--- src/skt_pkg.sv ---
`timescale 1ns / 1ps
package skt_pkg;

  // Table geometry, fixed by the widths of rank and entry_count
  localparam int TABLE_DEPTH = 16;
  localparam int IDX_W       = $clog2(TABLE_DEPTH);
  localparam int CNT_W       = $clog2(TABLE_DEPTH + 1);
  localparam int KEY_IN_W    = 16;
  localparam int RANK_W      = 4;

  // Operation codes
  localparam logic [1:0] OP_INSERT = 2'd0;
  localparam logic [1:0] OP_DELETE = 2'd1;
  localparam logic [1:0] OP_READ   = 2'd2;

  // Status codes
  localparam logic [2:0] ST_OK       = 3'd0;
  localparam logic [2:0] ST_DUP      = 3'd1;
  localparam logic [2:0] ST_NOTFOUND = 3'd2;
  localparam logic [2:0] ST_FULL     = 3'd3;
  localparam logic [2:0] ST_ZERO     = 3'd4;
  localparam logic [2:0] ST_RANK     = 3'd5;

  typedef struct packed {
    logic [1:0]          opcode;
    logic [KEY_IN_W-1:0] key;
    logic [RANK_W-1:0]   rank;
  } req_t;

  typedef struct packed {
    logic [2:0]          status;
    logic [KEY_IN_W-1:0] read_key;
    logic [CNT_W-1:0]    entry_count;
  } rsp_t;

  typedef enum logic [2:0] {
    S_IDLE,
    S_PROBE,
    S_CMP,
    S_INS_SHIFT,
    S_DEL_SHIFT,
    S_RDATA,
    S_DONE
  } state_t;

endpackage

--- src/skt_ram.sv ---
`timescale 1ns / 1ps
module skt_ram #(
  parameter int WIDTH = 16
) (
  input  logic                     clk,
  input  logic                     rd_en,
  input  logic [skt_pkg::IDX_W-1:0] rd_addr,
  output logic [WIDTH-1:0]         rd_data,
  input  logic                     wr_en,
  input  logic [skt_pkg::IDX_W-1:0] wr_addr,
  input  logic [WIDTH-1:0]         wr_data
);
  import skt_pkg::*;

  logic [WIDTH-1:0] mem [TABLE_DEPTH];

  // Write port
  always_ff @(posedge clk) begin
    if (wr_en) begin
      mem[wr_addr] <= wr_data;
    end
  end

  // Registered read port
  always_ff @(posedge clk) begin
    if (rd_en) begin
      rd_data <= mem[rd_addr];
    end
  end

endmodule

--- src/sorted_key_table_core.sv ---
`timescale 1ns / 1ps
// Sorted key table: up to 16 unique nonzero keys held in ascending order in
// one single-port-read, single-port-write RAM.
// Request channel (req_valid, req_stall, req): opcode insert, delete or read
// at rank. A request is taken when req_valid is high and req_stall is low;
// req_stall is high while an operation is in progress.
// Response channel (rsp_valid, rsp_stall, rsp): one response per request with
// status, read_key (nonzero only on a good read) and the count after the
// operation. The response sits in an output register; a new request can be
// taken while it waits to be taken.
// A good read passes through a RAM read state before its response is loaded;
// a rejected read, an unused opcode or a zero key goes straight to the
// response. Insert and delete of a nonzero key run a binary search over the
// held keys, one probe state and one compare state per probe (at most 5
// probes), then, if the key is added or removed, move the larger keys one
// slot through the RAM, one key per cycle. The block takes one request at a
// time; the next request is taken on the edge after the response is loaded.
// Reset empties the table through the count alone; RAM contents are don't
// care. When the receiver stalls, the response holds and the block finishes
// at most one more operation before it waits for the output register.
module sorted_key_table_core #(
  parameter int KEY_WIDTH = 16
) (
  input  logic          clk,
  input  logic          rst,
  input  logic          req_valid,
  output logic          req_stall,
  input  skt_pkg::req_t req,
  output logic          rsp_valid,
  input  logic          rsp_stall,
  output skt_pkg::rsp_t rsp
);
  import skt_pkg::*;

  localparam int KW_IN = (KEY_WIDTH < KEY_IN_W) ? KEY_WIDTH : KEY_IN_W;

  state_t state, state_next;

  logic [1:0]           op;
  logic [KEY_WIDTH-1:0] key_r;
  logic [CNT_W-1:0]     count;
  logic [CNT_W-1:0]     lo;
  logic [CNT_W-1:0]     hi;
  logic [IDX_W-1:0]     mid;
  logic [IDX_W-1:0]     pos;
  logic                 found;
  logic [CNT_W-1:0]     sp;
  logic                 pend;
  logic [IDX_W-1:0]     waddr;
  logic [2:0]           status_r;
  logic [KEY_WIDTH-1:0] rkey_r;

  logic [KEY_WIDTH-1:0] key_in;
  logic                 accept;
  logic                 search_on;
  logic [CNT_W:0]       mid_sum;
  logic [CNT_W-1:0]     mid_calc;
  logic [CNT_W-1:0]     sp_dec;
  logic                 out_free;
  logic                 rank_ok;

  logic                 rd_en;
  logic [IDX_W-1:0]     rd_addr;
  logic [KEY_WIDTH-1:0] rd_data;
  logic                 wr_en;
  logic [IDX_W-1:0]     wr_addr;
  logic [KEY_WIDTH-1:0] wr_data;

  skt_ram #(.WIDTH(KEY_WIDTH)) u_ram (
    .clk     (clk),
    .rd_en   (rd_en),
    .rd_addr (rd_addr),
    .rd_data (rd_data),
    .wr_en   (wr_en),
    .wr_addr (wr_addr),
    .wr_data (wr_data)
  );

  // Decode request and search helpers
  assign key_in    = KEY_WIDTH'(req.key[KW_IN-1:0]);
  assign req_stall = (state != S_IDLE);
  assign accept    = req_valid && (state == S_IDLE);
  assign search_on = (lo < hi) && !found;
  assign mid_sum   = {1'b0, lo} + {1'b0, hi};
  assign mid_calc  = mid_sum[CNT_W:1];
  assign sp_dec    = sp - 1'b1;
  assign out_free  = !rsp_valid || !rsp_stall;
  assign rank_ok   = CNT_W'(req.rank) < count;

  // Next state
  always_comb begin
    state_next = state;
    case (state)
      S_IDLE: begin
        if (accept) begin
          case (req.opcode)
            OP_INSERT,
            OP_DELETE: state_next = (key_in == '0) ? S_DONE : S_PROBE;
            OP_READ:   state_next = rank_ok ? S_RDATA : S_DONE;
            default:   state_next = S_DONE;
          endcase
        end
      end
      S_PROBE: begin
        if (search_on) begin
          state_next = S_CMP;
        end else if (op == OP_INSERT) begin
          if (found || count == CNT_W'(TABLE_DEPTH)) begin
            state_next = S_DONE;
          end else begin
            state_next = S_INS_SHIFT;
          end
        end else begin
          state_next = found ? S_DEL_SHIFT : S_DONE;
        end
      end
      S_CMP: state_next = S_PROBE;
      S_INS_SHIFT: begin
        if (sp == lo && !pend) begin
          state_next = S_DONE;
        end
      end
      S_DEL_SHIFT: begin
        if (sp == count && !pend) begin
          state_next = S_DONE;
        end
      end
      S_RDATA: state_next = S_DONE;
      S_DONE: begin
        if (out_free) begin
          state_next = S_IDLE;
        end
      end
      default: state_next = S_IDLE;
    endcase
  end

  // RAM control
  always_comb begin
    rd_en   = 1'b0;
    rd_addr = mid_calc[IDX_W-1:0];
    wr_en   = pend;
    wr_addr = waddr;
    wr_data = rd_data;
    case (state)
      S_IDLE: begin
        rd_en   = accept && (req.opcode == OP_READ) && rank_ok;
        rd_addr = IDX_W'(req.rank);
      end
      S_PROBE: begin
        rd_en   = search_on;
        rd_addr = mid_calc[IDX_W-1:0];
      end
      S_INS_SHIFT: begin
        if (sp > lo) begin
          rd_en   = 1'b1;
          rd_addr = sp_dec[IDX_W-1:0];
        end else if (!pend) begin
          wr_en   = 1'b1;
          wr_addr = lo[IDX_W-1:0];
          wr_data = key_r;
        end
      end
      S_DEL_SHIFT: begin
        if (sp < count) begin
          rd_en   = 1'b1;
          rd_addr = sp[IDX_W-1:0];
        end
      end
      default: begin
        rd_en = 1'b0;
      end
    endcase
  end

  // Control registers
  always_ff @(posedge clk) begin
    if (rst) begin
      state     <= S_IDLE;
      count     <= '0;
      pend      <= 1'b0;
      rsp_valid <= 1'b0;
    end else begin
      state <= state_next;
      case (state)
        S_INS_SHIFT: begin
          if (sp > lo) begin
            pend <= 1'b1;
          end else if (pend) begin
            pend <= 1'b0;
          end else begin
            count <= count + 1'b1;
          end
        end
        S_DEL_SHIFT: begin
          if (sp < count) begin
            pend <= 1'b1;
          end else if (pend) begin
            pend <= 1'b0;
          end else begin
            count <= count - 1'b1;
          end
        end
        default: pend <= 1'b0;
      endcase
      // Drop the response once taken, load a new one when done
      if (state == S_DONE && out_free) begin
        rsp_valid <= 1'b1;
      end else if (!rsp_stall) begin
        rsp_valid <= 1'b0;
      end
    end
  end

  // Operation datapath
  always_ff @(posedge clk) begin
    case (state)
      S_IDLE: begin
        op       <= req.opcode;
        key_r    <= key_in;
        lo       <= '0;
        hi       <= count;
        found    <= 1'b0;
        rkey_r   <= '0;
        status_r <= ST_OK;
        if (key_in == '0 && (req.opcode == OP_INSERT || req.opcode == OP_DELETE)) begin
          status_r <= ST_ZERO;
        end else if (req.opcode == OP_READ && !rank_ok) begin
          status_r <= ST_RANK;
        end
      end
      S_PROBE: begin
        mid <= mid_calc[IDX_W-1:0];
        if (!search_on) begin
          if (op == OP_INSERT) begin
            sp <= count;
            if (found) begin
              status_r <= ST_DUP;
            end else if (count == CNT_W'(TABLE_DEPTH)) begin
              status_r <= ST_FULL;
            end
          end else begin
            sp <= CNT_W'(pos) + 1'b1;
            if (!found) begin
              status_r <= ST_NOTFOUND;
            end
          end
        end
      end
      S_CMP: begin
        if (rd_data == key_r) begin
          found <= 1'b1;
          pos   <= mid;
        end else if (rd_data < key_r) begin
          lo <= CNT_W'(mid) + 1'b1;
        end else begin
          hi <= CNT_W'(mid);
        end
      end
      S_INS_SHIFT: begin
        if (sp > lo) begin
          waddr <= sp[IDX_W-1:0];
          sp    <= sp_dec;
        end
      end
      S_DEL_SHIFT: begin
        if (sp < count) begin
          waddr <= sp_dec[IDX_W-1:0];
          sp    <= sp + 1'b1;
        end
      end
      S_RDATA: begin
        rkey_r <= rd_data;
      end
      S_DONE: begin
        if (out_free) begin
          rsp.status      <= status_r;
          rsp.read_key    <= KEY_IN_W'(rkey_r);
          rsp.entry_count <= count;
        end
      end
      default: begin
        found <= found;
      end
    endcase
  end

endmodule

--- config.mk ---
export PLATFORM = sky130hd
export DESIGN_NAME = sorted_key_table_core
export DESIGN_NICKNAME = d
export VERILOG_FILES = /design/src/skt_pkg.sv /design/src/skt_ram.sv /design/src/sorted_key_table_core.sv
export SDC_FILE = /design/constraint.sdc
export NUM_CORES = 1
export LEC_CHECK = 0
export BUFFER_PORTS_ARGS = -buffer_cell sky130_fd_sc_hd__buf_2
export CAP_MARGIN = 20
export CORE_MARGIN = 2
export CORE_UTILIZATION = 56
export DETAILED_ROUTE_END_ITERATION = 8
export HOLD_SLACK_MARGIN = 0.1
export PLACE_DENSITY = 0.76
export SETUP_SLACK_MARGIN = 0.02
export SYNTH_ARGS = -nofsm -noshare
export SYNTH_HDL_FRONTEND = slang
export SYNTH_SLANG_ARGS = --single-unit
--- constraint.sdc ---
create_clock -name clk -period 3.6 [get_ports clk]
set_clock_uncertainty 0.1 [all_clocks]
set_input_delay 0.36 -clock clk [delete_from_list [all_inputs] [get_ports clk]]
set_output_delay 0.36 -clock clk [all_outputs]
set_load 0.05 [all_outputs]
# ---- Word level (Yosys, flattened, before mapping)
# Memories as Yosys holds them, arrays and structs flattened. A register that Yosys moved wholly into a read port is not among the register bits.
# Index checks and enable logic that the tools add are counted.
dict set report classes {
  add_sub_neg 7
  order_cmp 5
  eq_ne 30
  n_mux 61
  reduce_logical 38
}
# op count
set op_table {}
lappend op_table {{$mux W5} 12}
lappend op_table {{$mux W16} 3}
lappend op_table {{$mux W3} 15}
lappend op_table {{$pmux W16 S2} 1}
lappend op_table {{$ne A2 B2 Y1 const B} 15}
lappend op_table {{$pmux W5 S2} 3}
lappend op_table {{$mux W4} 7}
lappend op_table {{$pmux W3 S7} 1}
lappend op_table {{$eq A16 B16 Y1} 1}
lappend op_table {{$logic_not A16 Y1} 1}
lappend op_table {{$lt A16 B16 Y1} 1}
lappend op_table {{$pmux W5 S3} 1}
lappend op_table {{$pmux W3 S2} 2}
lappend op_table {{$pmux W4 S3} 1}
lappend op_table {{$reduce_and A4 Y1} 3}
lappend op_table {{$add A4 B1 Y5 const B} 2}
lappend op_table {{$add A5 B1 Y5 const B} 2}
lappend op_table {{$eq A5 B5 Y1} 2}
lappend op_table {{$lt A5 B5 Y1} 2}
lappend op_table {{$sub A5 B1 Y5 const B} 2}
lappend op_table {{$eq A3 B3 Y1 const B} 3}
lappend op_table {{$logic_and A1 B1 Y1} 9}
lappend op_table {{$mux W1} 9}
lappend op_table {{$reduce_and A3 Y1} 3}
lappend op_table {{24 further kinds} 40}
dict set report totals {
  register_bits 99
  ram_bits 256
  in_bits 26
  out_inout_bits 26
  elab_cells 160
  mem_count 1
}
# memory depth width read_ports rd_clocked_by_memory_dff write_ports line_no
set mem_list {}
lappend mem_list {u_ram.mem 16 16 1 1 1 skt_ram.sv:15} ;# logic [WIDTH-1:0] mem [TABLE_DEPTH];

# ---- Longest topological paths before layout
dict set report logic_depth {
  word_depth 6
  mapped_depth 14
  depth_no_buf 11
}

# ---- Modules after synthesis
# Synthesis repeated with hierarchy kept, for this count alone.
dict set report unflattened {
  hier_cells 917
  hier_area_um2 15768.9
}
# mod n_inst cells_per_inst area_each_um2 seq_area_each_um2
set modules_own_cells {}
lappend modules_own_cells {skt_ram 1 432 10203.5 8167.8}
lappend modules_own_cells {sorted_key_table_core 1 485 5565.3 2872.8}

# ---- Least setup slack after synthesis
# OpenSTA, ideal clock, no wires.
dict set report synth_path {
  path_kind {flip-flop to flip-flop}
  from {reg sp[4]}
  to {mem u_ram.mem[15][0] (enable)}
  setup_ps 388
  t_arrival_ps 2908
  t_required_ps 3112
  setup_slack_ps 204
  stages_incl_launch_ff 9
  n_path_buf 1
  period_less_slack_ps 3396
  path_cell_list {edfxtp_1 ha_1 a21o_1 or2_1 o22a_1 nor2_1 clkbuf_1 a31oi_1 nor2_1}
}
dict set report synth_between {
  elab_chain_len 5
  elab_cells_between_ends 7
  classes_between {order compare: 1; mux: 6}
}
# item line_no
set synth_rtl {}
lappend synth_rtl {{from (decl)} sorted_key_table_core.sv:47} ;# logic [CNT_W-1:0] sp;
lappend synth_rtl {{from (signal assigned)} sorted_key_table_core.sv:236} ;# sp <= count;
lappend synth_rtl {{from (signal assigned)} sorted_key_table_core.sv:243} ;# sp <= CNT_W'(pos) + 1'b1;
lappend synth_rtl {{from (signal assigned)} sorted_key_table_core.sv:263} ;# sp <= sp_dec;
lappend synth_rtl {{$gt A5 B5 Y1 *} sorted_key_table_core.sv:155} ;# if (sp > lo) begin
lappend synth_rtl {{$mux W1} sorted_key_table_core.sv:155}
lappend synth_rtl {{$mux W1} sorted_key_table_core.sv:145} ;# case (state)
lappend synth_rtl {{$mux W1} skt_ram.sv:19} ;# if (wr_en) begin
lappend synth_rtl {{$mux W1 (not written as such)} skt_ram.sv:20} ;# mem[wr_addr] <= wr_data;
lappend synth_rtl {{to (decl)} skt_ram.sv:15}
# Mark *: on every way between the ends. The rest lies on a longest branch, timed or not.

# ---- Final worst setup path
dict set report layout_path {
  from {reg count[2]}
  to {reg u_ram.rd_data[13] (read register of u_ram.mem) (data pin)}
}
dict set report layout_between {
  elab_chain_len 3
  elab_cells_between_ends 7
  classes_between {order compare: 2; mux: 4; reduce/logical: 1}
}
# item line_no
set layout_rtl {}
lappend layout_rtl {{from (decl)} sorted_key_table_core.sv:41} ;# logic [CNT_W-1:0] count;
lappend layout_rtl {{from (signal assigned)} sorted_key_table_core.sv:192} ;# count <= count + 1'b1;
lappend layout_rtl {{from (signal assigned)} sorted_key_table_core.sv:201} ;# count <= count - 1'b1;
lappend layout_rtl {{$lt A5 B5 Y1 or $lt A4 B5 Y1 (tied branches)} {sorted_key_table_core.sv:165, sorted_key_table_core.sv:88}}
lappend layout_rtl {{$mux W1, or another cell as far along} n/a}
lappend layout_rtl {{$pmux W1 S4 or $pmux W4 S3 (tied branches)} sorted_key_table_core.sv:145}
lappend layout_rtl {{to (decl)} skt_ram.sv:8} ;# output logic [WIDTH-1:0] rd_data,
# Several ways; a longest one is shown, not always the timed one.
# A chain may end at the register's enable or synchronous reset.

==> summary.md <==
| Metric | Value |
|---|---|
| Maximum number of pins on one net before global-route repair | `65` |
| Gp weighted congestion | `0.926` |
| Die Wd | `176 um` |
| Setup slack after placement | `0.0774 ns` |
| Placed standard-cell area | `17500 um^2` |
| DP HPWL | `26000 um` |
| Total Routed Length | `40500 um` |
| Power per unit of standard cell area | `993 nW/um^2` |
| Remaining design rule violation count | `0` |
| Cells after Synth | `1236` |
| Least-Margin Pin Slew | `0.856 ns` |
| Non-Filler Cell Area, Final | `19000 um^2` |
| End-of-flow core utilization | `64.4%` |
| Post-route minimum period | `3.48 ns` |
| Diodes inserted | `0` |
| Via count of the first global-routing pass | `10700` |
| Setup Total Neg Slack | `0 ns` |
| Commonest non-fill, non-tap cell in the layout | `sky130_fd_sc_hd__edfxtp_1` |
| Largest stage delay, worst path | `0.74 ns` |
| Ports placed on the boundary | `52` |
| Std-Cell Rows | `63` |
| Filler-free cell count of the finished design | `1750` |
| Number of enable flip-flop cells after synthesis | `361` |
| Net count reported at finish | `1404` |
| CTS clock-pin slew for the worst setup and hold paths | `0.06 ns` |
| Placed instance count | `1660` |
| Category of the most critical setup path | `reg2reg` |
| Number of antenna violations at the first check in global routing | `0` |
| Number of iterations in the first detailed-routing pass | `6` |
| Die area | `31100 um^2` |
| Data required time at the worst endpoint | `3.89 ns` |
| Height of the die | `176 um` |
| Leakage | `6.94 nW` |
| Smallest hold slack | `0.170 ns` |
| Final-report hold violation count | `0` |
| #FFs+latches synth | `371` |
| Count of clock tree sinks | `371` |
| F_max | `288 MHz` |
| Buffers plus inverters on the worst setup path | `1` |
| Max Cap Violations | `0` |
| Floorplan Core Area | `29500 um^2` |
| Number of clock buffers inserted by TritonCTS | `38` |
| Maximum fanout along the worst path | `16` |
| Count of unique library cells instantiated by Yosys | `78` |
| Ratio of cells with drive above 1 in the final layout | `15.5%` |
| Wire length of the first global-routing pass | `62500 um` |
| Total number of vias | `11100` |
| Final period util | `96.5%` |
| Warning count from the yosys run | `0` |
| Critical Path Source Type | `flip-flop` |
| Seq/Total Area, Yosys | `66.4%` |
| VDD IR-drop max | `0.594 mV` |
| Number of nets with antenna violations after detailed routing | `0` |
| Final critical-path setup slack | `0.125 ns` |
| Root Buffer | `sky130_fd_sc_hd__clkbuf_16` |
| Async S/R FF share, synth | `0%` |
| Min-Delay Path Class | `in2reg` |
| Average wire per cell in the routed design | `23.2 um` |
| Family with the most delay on the worst path | `compound AO/OA/AOI/OAI gates` |
| Iteration-0 DRC count of the detailed router | `1420` |
| Syn_area_per_cell | `13.5 um^2` |
| Clock insertion delay at the later pin of the skew report | `0.54 ns` |
| P&R area growth vs syn | `14.1%` |
| Critical path arrival | `3.76 ns` |
| Reg-to-reg slack, setup | `0.12 ns` |
| Commonest cells after routing, fill and taps aside | `sky130_fd_sc_hd__edfxtp_1 (361), sky130_fd_sc_hd__nand2_1 (85), sky130_fd_sc_hd__o21ai_0 (69)` |
| Maximum level of the CTS H-tree | `2` |
| RSZ-0062 raised after global routing | `no` |
| Number of port buffers | `51` |
| CP Cell Sequence | `inv_1 -> ha_1 -> a21oi_1 -> o22ai_2 -> o22ai_1 -> nand2_1 -> a211oi_1 -> a21boi_2 -> a22oi_1 -> nand3_1` |
| Outcome | `finished clean` |
| Maximum root-to-sink buffer count | `3` |
| Primary FF master, synth | `sky130_fd_sc_hd__edfxtp_1` |
| Slew Viols, Final | `0` |
| Relative slew margins | `42.6%` |
| Setup Viol. Count Final | `0` |
| Number of nets in the synthesized netlist | `1308` |
| GRT Resource Usage Total | `26.3%` |
| Fill count | `2081` |
| Netlist Area Pre-Place | `16600 um^2` |
| Total power | `18.9 mW` |
| Starting Density | `56.4%` |
| Library cell contributing the largest single delay on the critical path | `sky130_fd_sc_hd__a21boi_2` |
| TritonCTS clock tree | `built` |
| Type of destination of the critical path | `flip-flop` |
| Via/cell ratio | `6.36` |
| Total congestion overflow after global routing | `0` |
-- per-layer routing --
layer	vias up	global-route usage [%]	share of wire [%]
met3	83	5.00	11
met5	-	0	0
li1	4980	-	-
met1	5445	38.0	41
met2	629	41.0	46
met4	0	7.75	2.3
-- power by group --
part | switching (mW) | total [mW] | internal [mW] | leakage [nW]
combinational | 5.57 | 8.55 | 2.97 | 2.95
sequential | 0.385 | 6.49 | 6.11 | 3.41
clock | 1.61 | 3.82 | 2.20 | 0.582
-- synth_stat cells, types with 10 or more instances --
library cell,n,area (um^2)
sky130_fd_sc_hd__clkbuf_1,42,158
sky130_fd_sc_hd__nand2_1,85,319
sky130_fd_sc_hd__a32oi_1,35,307
sky130_fd_sc_hd__a221o_1,17,170
sky130_fd_sc_hd__edfxtp_1,361,10800
sky130_fd_sc_hd__mux2_2,15,169
sky130_fd_sc_hd__o21ai_0,69,345
sky130_fd_sc_hd__dfxtp_1,10,200
sky130_fd_sc_hd__inv_1,41,154
sky130_fd_sc_hd__buf_2,20,100
sky130_fd_sc_hd__and2_1,19,119
sky130_fd_sc_hd__mux2i_1,48,480
sky130_fd_sc_hd__ha_1,44,551
sky130_fd_sc_hd__o22a_1,17,149
sky130_fd_sc_hd__nor3_1,37,185
sky130_fd_sc_hd__a22oi_1,48,360
sky130_fd_sc_hd__o21ai_1,19,95.1
sky130_fd_sc_hd__nor2_1,58,218
sky130_fd_sc_hd__a21o_1,10,75.1
sky130_fd_sc_hd__nand3_1,52,260
sky130_fd_sc_hd__a21oi_1,47,235
-- registers in the layout (all words and copies together), names as in the netlist, 5 cells and up --
name	cells
u_ram.mem	256
rsp	24
key_r	16
rkey_r	16
u_ram.rd_data	16
count	5
hi	5
lo	5
sp	5
-- cells by family after synthesis --
group / after synthesis / synth area share [%]
AO/OA/AOI/OAI: 314 / 13.1
XOR/XNOR: 13 / 0.684
adder cells (fa/ha/maj): 46 / 3.55
buffers and inverters: 123 / 3.35
flip-flops: 371 / 66.4
multiplexers: 63 / 3.90
AND/OR/NAND/NOR: 306 / 9.09
-- layout make-up --
cell class                 count  area, um^2  share of cell area (%)
inverter                      45         171                   0.903
clock buffer                  44         995                    5.24
sequential                   371       11000                    58.2
clock inverter                24         208                    1.09
timing repair buffer         134         997                    5.25
tap                          390         488                    2.57
multi-input combinational    742        5080                    26.8
-- timing repair --
item | CTS | global route
buffers inserted | 0 | 2
hold endpoints to repair | 27 | 0
endpoints found under the setup margin | 0 | 15
gates resized for setup | 0 | 1
hold buffers | 19 | 0
-- worst min-delay path, stage by stage --
cell and delay, ns:
sky130_fd_sc_hd__buf_2 0.08, sky130_fd_sc_hd__nand2_1 0.09, sky130_fd_sc_hd__o21a_1 0.13, sky130_fd_sc_hd__nor2_1 0.09
-- worst paths after layout --
kind / cells after the start / end / from
worst min-delay path: 4 / rsp_valid$_SDFFE_PP0P_ / rsp_stall
worst min register to register: 0 / rsp[15]$_DFFE_PP_ / rkey_r[10]$_SDFFCE_PN0P_
worst max register to register: 10 / u_ram.rd_data[13]$_DFFE_PP_ / count[2]$_SDFFE_PP0P_
worst max-delay path: 10 / u_ram.rd_data[13]$_DFFE_PP_ / count[2]$_SDFFE_PP0P_
Note: power is estimated with default switching activity, not from simulation.
